## src/design/nrlt_pkg.sv

```systemverilog
`default_nettype none

package nrlt_pkg;

    // default geometry
    localparam int BUCKET_BITS_DEF = 8;
    localparam int WAYS_DEF        = 4;

    // stored key: valid, addr wildcard, addr, port wildcard, port
    localparam int KEY_W        = 51;
    localparam int KEY_VALID_B  = 50;
    localparam int KEY_IPANY_B  = 49;
    localparam int KEY_IP_LSB   = 17;
    localparam int KEY_PANY_B   = 16;

    // stored target: translated addr (47:16), translated port (15:0)
    localparam int TGT_W  = 48;
    localparam int IP_W   = 32;
    localparam int PORT_W = 16;

    // bucket hash input: low address octet over low port octet
    localparam int OCTET_W   = 8;
    localparam int HASH_IN_W = 2 * OCTET_W;

    // beat layouts
    localparam int S_TDATA_W = 104;
    localparam int M_TDATA_W = 48;

    // item kind carried in tuser
    localparam logic OP_INSERT = 1'b0;
    localparam logic OP_LOOKUP = 1'b1;

    typedef enum logic [2:0] {
        ST_STORED  = 3'd0,
        ST_FULL    = 3'd1,
        ST_EXACT   = 3'd2,
        ST_IPANY   = 3'd3,
        ST_PORTANY = 3'd4,
        ST_MISS    = 3'd5
    } t_status;

endpackage

`default_nettype wire

```

## src/design/nrlt_way_match.sv

```systemverilog
`default_nettype none

// Compares one set row against a search key: one-hot hit and lowest free way.
module nrlt_way_match #(
    parameter int WAYS = nrlt_pkg::WAYS_DEF
) (
    input  wire logic [WAYS*nrlt_pkg::KEY_W-1:0] i_row,
    input  wire logic [nrlt_pkg::KEY_W-1:0]      i_key,
    output logic      [WAYS-1:0]                 o_hit_sel,
    output logic      [WAYS-1:0]                 o_free_sel
);

    logic [WAYS-1:0] free_vec;

    // per-way key compare and empty flag
    always_comb begin
        for (int w = 0; w < WAYS; w++) begin
            o_hit_sel[w] = (i_row[w*nrlt_pkg::KEY_W +: nrlt_pkg::KEY_W] == i_key);
            free_vec[w]  = !i_row[w*nrlt_pkg::KEY_W + nrlt_pkg::KEY_VALID_B];
        end
    end

    // lowest free way, one-hot
    always_comb begin
        logic taken;
        taken      = 1'b0;
        o_free_sel = '0;
        for (int w = 0; w < WAYS; w++) begin
            if (free_vec[w] && !taken) begin
                o_free_sel[w] = 1'b1;
                taken         = 1'b1;
            end
        end
    end

endmodule

`default_nettype wire
```

## config.mk

```make
export PLATFORM = sky130hd
export DESIGN_NAME = nrlt_way_match
export DESIGN_NICKNAME = d
export VERILOG_FILES = /design/src/design/nrlt_pkg.sv /design/src/design/nrlt_way_match.sv
export SDC_FILE = /design/constraint.sdc
export NUM_CORES = 1
export LEC_CHECK = 0
export ABC_AREA = 1
export BUFFER_PORTS_ARGS = -buffer_cell sky130_fd_sc_hd__buf_2
export CAP_MARGIN = 20
export CORE_AREA = 2 2 101 103
export DETAILED_ROUTE_END_ITERATION = 8
export DIE_AREA = 0 0 103 105
export PLACE_DENSITY = 0.86
export SLEW_MARGIN = 20
export SYNTH_ARGS = -nofsm -noshare
export SYNTH_HDL_FRONTEND = slang
export SYNTH_SLANG_ARGS = --single-unit
export TNS_END_PERCENT = 20
```

## constraint.sdc

```tcl
create_clock -name vclk -period 0.8
set_clock_uncertainty 0.05 [all_clocks]
set_input_delay 0.04 -clock vclk [all_inputs]
set_output_delay 0.04 -clock vclk [all_outputs]
set_load 0.05 [all_outputs]
```

==> results.cfg <==
[job]
cap_violations = 0

[floorplan]
initial_core_util_pct = 38.6
core_mm2 = 0.00964
die_y_um = 105
rows = 36
die_width_um = 103
ios = 263
die_area_mm2 = 0.0108

[critical_path]
critPathMaxFanout = 5
max_stage_delay_ns = 0.15
crit_start = i_key[9]
cpMaxStageDelayCell = buf_8
critPathArrivalTime_ns = 1.10
end_kind = output pin
cp_common_cell = nand2_1
crit_chain = clkbuf_4 -> inv_2 -> nand2_1 -> nand2_1 -> nor2_2 -> nand2_1 -> nor2_2 -> nand3_2 -> nor2_4 -> buf_8
cp.required_ns = 0.71
critPathTopFamily = simple AND/OR/NAND/NOR gates
path_class = primary input to output pin
crit_path_start_kind = primary input
cp_num_buf_inv = 3

[power]
leakagePower_nw = 4.01
p_per_area_mw_per_mm2 = 457
ir_drop_mv = 0.238

[sta]
rsz0062_at_grt = true
worstMarginPinSlew_ns = 0.249
finalCritPeriodShare_pct = 149
hold_viol = 0
finalMaxSlewViolations = 0
min_period_ns = 1.19
slew_headroom_pct = 83.3
hold_ws_ns = 0.359
fmax_mhz = 837
setup_viol = 4
worst_slack_ns = -0.395

[hold_path]
hold_path_class = primary input to output pin
min_from = i_row[152]

[synthesis]
yosysSeqAreaShare_pct = 0
post_synth.cell_area_avg_um2 = 4.09
ys_types = 12
synth_top_area_share_pct = 54.7
yosys-top-cells-count = nand2_1 (543), inv_1 (173), nor2_1 (98)
syn-cell-area_mm2 = 0.00372
netlist_top_cells_area = nand2_1 (55%), inv_1 (17%), nor2_1 (9.9%)
yosysWarnings = 0
post-synth-top-count-cell = nand2_1
yosys.area.top_type = nand2_1
synth_cells = 911
synth_nets = 1166

[final_layout]
fillCellCount = 1019
layout.nets = 1451
multi_input_area_mm2 = 0.00310
seq_cell_count = 0
nClkBuffers = 0
drive_gt1_share_pct = 32.2
synthToLayoutAreaGrowth_pct = 54.0
seqCellArea_um2 = 0

[drt]
routed_wl_um = 13500
wl_per_cell_um = 10.2
first_pass_iters = 4
antenna_left = 0
drc = 0
viasPerCell = 4.25
drt_iter0_drc = 161
dr_total_vias = 5644

[global_route]
overflow = 0
grt_pass1_wl_um = 20500
grt_pass1_vias = 5064
grt_usage_pct = 22.9
grt_max_degree = 6
antenna_found_initial = 1

[placed_design]
gp_congestion = 0.883
dp_slack_ns = -0.593
hpwlAfterDp_um = 12000
portBuffers = 263

[run_status]
status = finished, violations left
violations = setup timing
-- through the flow --
step | TNS, ns | cell area (um^2) | util [%] | power (W) | std cells
after floorplan | -1.32 | 3760 | - | 0.00131 | 911
after global placement | -2.22 | 5390 | 56.0 | 0.00239 | 1325
after detailed placement | -2.25 | 5390 | 56.0 | 0.00245 | 1325
after CTS | -1.64 | 5540 | 57.5 | 0.00252 | 1325
after global routing | -1.93 | 5730 | 59.5 | 0.00298 | 1327
final | -1.51 | 5740 | 59.5 | 0.00262 | 1328
-- layout make-up --
type / count / share of cell area (%)
tap: 133 / 2.90
inverter: 195 / 13.1
antenna: 1 / 0.0436
timing repair buffer: 295 / 30.0
multi-input combinational: 704 / 54.0
-- path summary, 6_finish.rpt --
check | depth (start not counted) | endpoint
setup / recovery | 10 | o_hit_sel[2]
hold / removal | 3 | o_free_sel[2]
-- cells in the final DEF, fill, tap and decap left out, types with 3 or more instances in the layout --
cell,synthesis,routed
buf_2,9,244
buf_4,0,27
buf_6,2,15
buf_8,0,8
inv_1,173,156
inv_2,22,34
inv_4,0,3
nand2_1,543,532
nand2_2,0,11
nand3_1,8,4
nand3_2,0,4
nor2_1,98,70
nor2_2,2,25
nor2_4,0,5
xnor2_1,36,32
xnor2_2,0,4
xor2_1,16,16
-- power by group --
| group | internal [W] | total [W] | leakage [nW] | switching, W |
|---|---|---|---|---|
| clock network | 0.000000000167 | 0.000000000167 | 0.00000634 | 0 |
| registers | 0 | 0 | 0 | 0 |
| logic | 0.00124 | 0.00262 | 4.01 | 0.00138 |
| total | 0.00124 | 0.00262 | 4.01 | 0.00138 |
-- what timing repair did --
| action | 4_1_cts | 5_1_grt |
|---|---|---|
| pin swaps | 18 | 28 |
| hold buffers | 0 | 0 |
| hold endpoints to repair | 0 | 0 |
| resized for setup | 50 | 66 |
| setup endpoints to repair | 5 | 6 |
| buffers inserted | 0 | 2 |
-- routing by layer --
metal | track usage [%] | up-vias | part of all wire [%]
li1 | - | 3119 | -
met1 | 25.9 | 2319 | 40
met2 | 44.9 | 180 | 51
met3 | 3.08 | 26 | 7.3
met4 | 3.48 | 0 | 2.1
met5 | 0 | - | 0
-- cell families after synthesis --
| family | Yosys count | synth area share [%] |
|---|---|---|
| and+or+nand+nor | 652 | 66.2 |
| xor gates and xnor gates | 52 | 12.2 |
| buffers and inverters | 207 | 21.6 |
(Power assumes the default switching activity.)
